[src/hdl/bpl_pkg.sv]
// Shared types, codes and sizes for the bounded positional list.
package bpl_pkg;

    localparam int CAPACITY = 64;
    localparam int CNT_W    = $clog2(CAPACITY + 1);
    localparam int IDX_W    = $clog2(CAPACITY);
    localparam int VAL_W    = 32;
    localparam int SPOS_W   = 8;
    localparam int REQ_W    = 3;
    localparam int OPOS_W   = 7;
    localparam int HELD_W   = 7;
    localparam int S_DATA_W = 40;
    localparam int M_DATA_W = 48;

    typedef enum logic [REQ_W-1:0] {
        REQ_INS_FRONT = 3'd0,
        REQ_INS_BACK  = 3'd1,
        REQ_INS_POS   = 3'd2,
        REQ_DEL_FRONT = 3'd3,
        REQ_DEL_BACK  = 3'd4,
        REQ_DEL_POS   = 3'd5,
        REQ_READOUT   = 3'd6
    } req_t;

    typedef enum logic [1:0] {
        ST_OK    = 2'd0,
        ST_EMPTY = 2'd1,
        ST_RANGE = 2'd2,
        ST_FULL  = 2'd3
    } status_t;

    typedef enum logic {
        S_IDLE = 1'b0,
        S_READ = 1'b1
    } state_t;

    typedef enum logic [1:0] {
        OP_HOLD   = 2'd0,
        OP_INSERT = 2'd1,
        OP_REMOVE = 2'd2,
        OP_ROTATE = 2'd3
    } cell_op_t;

    typedef struct packed {
        cell_op_t         op;
        logic [IDX_W-1:0] idx;
        logic             out_load;
        status_t          out_status;
        logic             out_elem;
        logic [CNT_W-1:0] out_pos;
        logic             out_last;
    } dp_cmd_t;

    typedef struct packed {
        logic [CNT_W-1:0] count;
        logic             out_free;
    } dp_stat_t;

endpackage

[src/hdl/bpl_ctrl.sv]
// Controller: request decoding, checks and the readout sequencer.
module bpl_ctrl (
    input  logic                          aclk,
    input  logic                          aresetn,
    input  logic                          s_tvalid,
    output logic                          s_tready,
    input  logic [bpl_pkg::REQ_W-1:0]     req_type,
    input  logic [bpl_pkg::SPOS_W-1:0]    slot_position,
    input  bpl_pkg::dp_stat_t             stat,
    output bpl_pkg::dp_cmd_t              cmd
);

    bpl_pkg::state_t                  state_reg, state_next;
    logic [bpl_pkg::CNT_W-1:0]        rd_cnt_reg, rd_cnt_next;

    logic                             accept;
    logic                             is_full;
    logic                             is_empty;
    logic                             ins_bad;
    logic                             del_bad;
    logic [bpl_pkg::SPOS_W:0]         pos_ext;
    logic [bpl_pkg::SPOS_W:0]         cnt_ext;
    logic [bpl_pkg::SPOS_W-1:0]       pos_m1;
    logic [bpl_pkg::CNT_W-1:0]        cnt_m1;
    logic [bpl_pkg::CNT_W-1:0]        rd_pos;
    logic                             rd_last;
    bpl_pkg::req_t                    req;

    // Decode and range checks.
    always_comb begin
        req      = bpl_pkg::req_t'(req_type);
        is_full  = (stat.count >= bpl_pkg::CNT_W'(bpl_pkg::CAPACITY));
        is_empty = (stat.count == '0);
        pos_ext  = {1'b0, slot_position};
        cnt_ext  = (bpl_pkg::SPOS_W + 1)'(stat.count);
        ins_bad  = (slot_position == '0) || (pos_ext > cnt_ext + 1'b1);
        del_bad  = (slot_position == '0) || (pos_ext > cnt_ext);
        pos_m1   = slot_position - 1'b1;
        cnt_m1   = stat.count - 1'b1;
        rd_pos   = rd_cnt_reg + 1'b1;
        rd_last  = (rd_pos == stat.count);
        s_tready = (state_reg == bpl_pkg::S_IDLE) && stat.out_free;
        accept   = s_tvalid && s_tready;
    end

    // Next state.
    always_comb begin
        state_next  = state_reg;
        rd_cnt_next = rd_cnt_reg;
        unique case (state_reg)
            bpl_pkg::S_IDLE: begin
                if (accept && (req == bpl_pkg::REQ_READOUT) && !is_empty) begin
                    state_next  = bpl_pkg::S_READ;
                    rd_cnt_next = '0;
                end
            end
            bpl_pkg::S_READ: begin
                if (stat.out_free) begin
                    rd_cnt_next = rd_pos;
                    if (rd_last) begin
                        state_next = bpl_pkg::S_IDLE;
                    end
                end
            end
            default: begin
                state_next = bpl_pkg::S_IDLE;
            end
        endcase
    end

    // Commands to the datapath.
    always_comb begin
        cmd            = '0;
        cmd.op         = bpl_pkg::OP_HOLD;
        cmd.out_status = bpl_pkg::ST_OK;
        cmd.out_last   = 1'b1;
        unique case (state_reg)
            bpl_pkg::S_IDLE: begin
                if (accept) begin
                    unique case (req)
                        bpl_pkg::REQ_INS_FRONT: begin
                            cmd.out_load = 1'b1;
                            if (is_full) begin
                                cmd.out_status = bpl_pkg::ST_FULL;
                            end else begin
                                cmd.op  = bpl_pkg::OP_INSERT;
                                cmd.idx = '0;
                            end
                        end
                        bpl_pkg::REQ_INS_BACK: begin
                            cmd.out_load = 1'b1;
                            if (is_full) begin
                                cmd.out_status = bpl_pkg::ST_FULL;
                            end else begin
                                cmd.op  = bpl_pkg::OP_INSERT;
                                cmd.idx = bpl_pkg::IDX_W'(stat.count);
                            end
                        end
                        bpl_pkg::REQ_INS_POS: begin
                            cmd.out_load = 1'b1;
                            if (ins_bad) begin
                                cmd.out_status = bpl_pkg::ST_RANGE;
                            end else if (is_full) begin
                                cmd.out_status = bpl_pkg::ST_FULL;
                            end else begin
                                cmd.op  = bpl_pkg::OP_INSERT;
                                cmd.idx = bpl_pkg::IDX_W'(pos_m1);
                            end
                        end
                        bpl_pkg::REQ_DEL_FRONT: begin
                            cmd.out_load = 1'b1;
                            if (is_empty) begin
                                cmd.out_status = bpl_pkg::ST_EMPTY;
                            end else begin
                                cmd.op  = bpl_pkg::OP_REMOVE;
                                cmd.idx = '0;
                            end
                        end
                        bpl_pkg::REQ_DEL_BACK: begin
                            cmd.out_load = 1'b1;
                            if (is_empty) begin
                                cmd.out_status = bpl_pkg::ST_EMPTY;
                            end else begin
                                cmd.op  = bpl_pkg::OP_REMOVE;
                                cmd.idx = bpl_pkg::IDX_W'(cnt_m1);
                            end
                        end
                        bpl_pkg::REQ_DEL_POS: begin
                            cmd.out_load = 1'b1;
                            if (is_empty) begin
                                cmd.out_status = bpl_pkg::ST_EMPTY;
                            end else if (del_bad) begin
                                cmd.out_status = bpl_pkg::ST_RANGE;
                            end else begin
                                cmd.op  = bpl_pkg::OP_REMOVE;
                                cmd.idx = bpl_pkg::IDX_W'(pos_m1);
                            end
                        end
                        bpl_pkg::REQ_READOUT: begin
                            if (is_empty) begin
                                cmd.out_load   = 1'b1;
                                cmd.out_status = bpl_pkg::ST_EMPTY;
                            end
                        end
                        default: begin
                            cmd.out_load = 1'b0;
                        end
                    endcase
                end
            end
            bpl_pkg::S_READ: begin
                if (stat.out_free) begin
                    cmd.op       = bpl_pkg::OP_ROTATE;
                    cmd.out_load = 1'b1;
                    cmd.out_elem = 1'b1;
                    cmd.out_pos  = rd_pos;
                    cmd.out_last = rd_last;
                end
            end
            default: begin
                cmd.out_load = 1'b0;
            end
        endcase
    end

    always_ff @(posedge aclk) begin
        if (!aresetn) begin
            state_reg  <= bpl_pkg::S_IDLE;
            rd_cnt_reg <= '0;
        end else begin
            state_reg  <= state_next;
            rd_cnt_reg <= rd_cnt_next;
        end
    end

    a_read_nonempty: assert property (@(posedge aclk) disable iff (!aresetn)
        (state_reg == bpl_pkg::S_READ) |-> (stat.count != '0))
        else $error("readout running on an empty list");

    a_read_cnt_bound: assert property (@(posedge aclk) disable iff (!aresetn)
        (state_reg == bpl_pkg::S_READ) |-> (rd_cnt_reg < stat.count))
        else $error("readout index past the end of the list");

    a_load_free: assert property (@(posedge aclk) disable iff (!aresetn)
        cmd.out_load |-> stat.out_free)
        else $error("result loaded while output register is occupied");

endmodule

[config.mk]
export PLATFORM = sky130hd
export DESIGN_NAME = bpl_ctrl
export DESIGN_NICKNAME = d
export VERILOG_FILES = /design/src/hdl/bpl_pkg.sv /design/src/hdl/bpl_ctrl.sv
export SDC_FILE = /design/constraint.sdc
export NUM_CORES = 1
export LEC_CHECK = 0
export ABC_CLOCK_PERIOD_IN_PS = 3500
export BUFFER_PORTS_ARGS = -buffer_cell sky130_fd_sc_hd__buf_2
export CAP_MARGIN = 20
export CORE_MARGIN = 2
export CORE_UTILIZATION = 44
export CTS_CLUSTER_DIAMETER = 50
export CTS_CLUSTER_SIZE = 8
export DETAILED_ROUTE_END_ITERATION = 12
export PLACE_DENSITY_LB_ADDON = 0.2
export SETUP_SLACK_MARGIN = 0.3
export SLEW_MARGIN = 30
export SYNTH_ARGS = -nofsm -noshare
export SYNTH_HDL_FRONTEND = slang
export SYNTH_SLANG_ARGS = --single-unit
[constraint.sdc]
create_clock -name aclk -period 3.5 [get_ports aclk]
set_input_delay 0.35 -clock aclk [delete_from_list [all_inputs] [get_ports aclk]]
set_output_delay 0.35 -clock aclk [all_outputs]
set_load 0.05 [all_outputs]
# [After elaboration in Yosys (flattened, before gate mapping)]
# Index checks and enable logic that the tools add are counted.
# W data, S select, Z words.
[op_classes] add_sub_neg=4 n_reduce_logical=14 bitwise_logic=1 magnitude_cmp=3 eq_ne=9 muxes=33
[op_table] cell="$pmux W8 S6" n=1
[op_table] cell="$mux W8" n=5
[op_table] cell="$mux W7" n=5
[op_table] cell="$mux W9" n=2
[op_table] cell="$pmux W7 S2" n=1
[op_table] cell="$mux W2" n=6
[op_table] cell="$sub A6 B1 Y6 const B" n=2
[op_table] cell="$mux W11" n=1
[op_table] cell="$pmux W2 S5" n=1
[op_table] cell="$eq A3 B3 Y1 const B" n=3
[op_table] cell="$add A7 B1 Y8 const B" n=1
[op_table] cell="$gt A8 B7 Y1" n=1
[op_table] cell="$gt A8 B8 Y1" n=1
[op_table] cell="$logic_not A8 Y1" n=1
[op_table] cell="$add A7 B1 Y7 const B" n=1
[op_table] cell="$eq A7 B7 Y1" n=1
[op_table] cell="$ge A7 B7 Y1 const B" n=1
[op_table] cell="$logic_not A7 Y1" n=1
[op_table] cell="$eq A3 B2 Y1 const B" n=2
[op_table] cell="$mux W6" n=1
[op_table] cell="$pmux W1 S2" n=3
[op_table] cell="$reduce_or A6 Y1" n=1
[op_table] cell="$mux W1" n=5
[op_table] cell="$logic_and A1 B1 Y1" n=4
[op_table] cell="other kinds (11)" n=13
[totals] out_inout_bits=21 reg_bits=8

# [Logic depth before layout (Yosys ltp)]
[logic_depth] depth_word=7 depth_mapped=11

# [Worst setup path after synthesis]
# No wires, ideal clock.
[synth_path] path_kind="input port to output port" start="input port stat[1] in the netlist's numbering" end="output port cmd[9] in the netlist's numbering" t_required_ps=3150 path_slack_ps=-25 arrival_ps=3175 stages=11 path_cell_list="clkbuf_1 inv_1 ha_1 inv_1 ha_1 nor2b_1 o211ai_1 a21oi_1 o22a_1 or4_1 a21oi_1"
[synth_lines] element="start: declaration" line_no="bpl_ctrl.sv:9" rtl="input bpl_pkg::dp_stat_t stat,"
[synth_lines] element="end: declaration" line_no="bpl_ctrl.sv:10" rtl="output bpl_pkg::dp_cmd_t cmd"

==> results.toml <==
[clocking]
root_buffer = "clkbuf_4"
h-tree-depth = 1
clk_latency_ns = 0.25
clock-sinks = 8
cts_buffers = 3
clk_path_buf_depth = 2
cts_hold_buf = 0
tritoncts = "built"
clk_pin_slew_ns = 0.05

[grt]
grtUsageMet1_pct = 29.30
grt-busiest-layer = "met2"
grt_usage_pct = 20.34
grt_pass1_wl_um = 6686
grt.overflow.total = 0
first_global_vias = 1458
use_met2_pct = 32.24
met3_usage_pct = 3.750
grt_max_degree = 13
antenna_found_initial = 0

[placed_design]
numPortBuffers = 42
dpl.hpwl_um = 3291
place.gp.congestion = 0.8838
placed_cell_area_mm2 = 0.001782
place_ws_ns = 0.2263

[synth]
yosys.area.top_type = "ha_1"
syn_avg_cell_area_um2 = 7.337
yosysWarningCount = 0
syn-num-nets = 256
synth_edf_count = 0
ys_types = 48
synth.cell_area_mm2 = 0.001563
synthTopCellsByArea = "ha_1 (17%), dfxtp_1 (10%), xnor2_1 (8.4%)"
syn_inst = 213
synth_commonest_cells = "a21oi_1 (21), ha_1 (21), nor2_1 (19)"
yosysSeqAreaShare_pct = 10.25
ys_ff_latch = 8
async_flop_share_pct = 0
synth_top_area_share_pct = 16.81
ys.flop_type = "dfxtp_1"

[die]
start_util_pct = 46.47
coreArea_mm2 = 0.003363
die_area_mm2 = 0.004044
io_pins = 43
rows = 21
die-width_um = 63.60
die_height_um = 63.60

[min_path]
hold-path-cell-count = 2
hp-class = "in2reg"
whs_endpoint = "state_reg"
hp-start = "aresetn"

[final_layout]
register_area_um2 = 160.2
multi_input_area_mm2 = 0.001331
drive_gt1_share_pct = 26.21
n_antenna_cell = 0
final_net_count = 293
fill_cells = 363
largest_reg_flops = 7
areaGrowthSynthToFinish_pct = 18.17
final_area_mm2 = 0.001847

[route]
drt_iter0_markers = 125
ant_nets = 0
drc = 0
vias = 1627
via_per_inst = 5.534
drt_first_pass_iters = 4
wl_per_cell_um = 13.89
routed_wl_um = 4085

[critical_path]
crit_family = "simple AND/OR/NAND/NOR gates"
cp-end-kind = "output pin"
cp_max_fo = 10
worst-setup-path-type = "in2out"
reg2reg_from = "rd_cnt_reg[0]"
r2r_end = "state_reg"
worst-path-buf-inv = 4
reg2reg_depth = 7
required_ns = 3.15
regToRegSetupSlack_ns = 1.65
critPathArrivalTime_ns = 2.76
cp_cell_sequence = "buf_2 > inv_2 > ha_1 > inv_1 > ha_1 > nor2b_1 > o211ai_1 > a21oi_1 > o22a_1 > or4_1 > a21oi_2 > buf_6"
slowest_delay_ns = 0.54
critPathSlowestCell = "or4_1"
cp-start-kind = "input port"
cpMostUsedCell = "ha_1"

[power]
ir_drop_mv = 0.1998
p_per_area_mw_per_mm2 = 175.7
p_leak_nw = 0.8083

[sta]
finalHoldViolations = 0
rsz0062_at_grt = "no"
final_max_slew_viol_count = 0
tns_ns = 0
layout_setup_ws_ns = 0.3863
worstMarginPinSlew_ns = 0.3637
relSlewSlack_pct = 75.49
max_freq_mhz = 321.2
finalCriticalPeriod_ns = 3.114
setup-violations-final = 0
fin_worst_skew_ns = 0.002819
whs_ns = 0.3827
finalCritPeriodShare_pct = 88.96

[status]
status = "complete, no violations"

[run]
maxCapViolations = 0
==> metrics by stage <==
step	std cells	power (mW)	utilization, %
3_3_place_gp	290	0.2499	52.98
4_1_cts	293	0.3223	53.79
2_1_floorplan	213	0.2097	-
5_1_grt	294	0.3492	54.91
3_5_place_dp	290	0.2507	52.98
6_report	294	0.3245	54.91
==> timing repair <==
action | 4_1_cts | 5_1_grt
setup buffers | 0 | 1
gates resized for setup | 1 | 11
pin swaps | 0 | 1
endpoints found under the setup margin | 1 | 1
==> how the worst max path moves through the flow <==
| stage | startpoint | endpoint | slack [ns] | cells after the start |
|---|---|---|---|---|
| after floorplan | stat[1] | cmd[12] | 0.24 | 11 |
| after global placement | stat[1] | cmd[9] | 0.32 | 11 |
| after detailed placement | stat[1] | cmd[9] | 0.23 | 11 |
| after CTS | stat[1] | cmd[9] | 0.30 | 12 |
| after global routing | stat[3] | cmd[9] | 0.28 | 11 |
| final | stat[1] | cmd[9] | 0.39 | 12 |
==> report_power, final <==
part           switching (mW)  internal [mW]  total (mW)
Combinational           0.102         0.0605       0.163
Clock                  0.0303         0.0392      0.0694
Sequential           0.000574         0.0916      0.0921
==> logic make-up after synthesis <==
logic type	after synthesis	share of synthesized area (%)
xor+xnor	22	12.33
flops	8	10.25
compound gates	53	22.90
simple gates	85	30.82
buf+inv	24	6.885
fa+ha+maj	21	16.81
==> routing by layer <==
layer | routed length, um | vias to the layer above
met2 | 1901 | 41
met3 | 194 | 0
met5 | 0 | -
li1 | - | 844
met1 | 1990 | 742
met4 | 0 | 0
==> layout by cell type (no fill, tap or decap), types with 8 or more instances in the layout <==
cell / n
buf_2: 40
nor2b_1: 9
nand3_1: 10
nor2_1: 18
a21oi_1: 20
ha_1: 20
dfxtp_1: 8
xnor2_1: 15
nand2_1: 14
inv_1: 11
==> final cells by class <==
type / count / share of cell area, %
inverters: 13 / 2.642
well taps: 46 / 3.117
repair buffers: 43 / 12.26
multi-input cells: 181 / 72.09
clock buffers: 3 / 1.220
flip-flops and latches: 8 / 8.672
(Power assumes the default switching activity.)
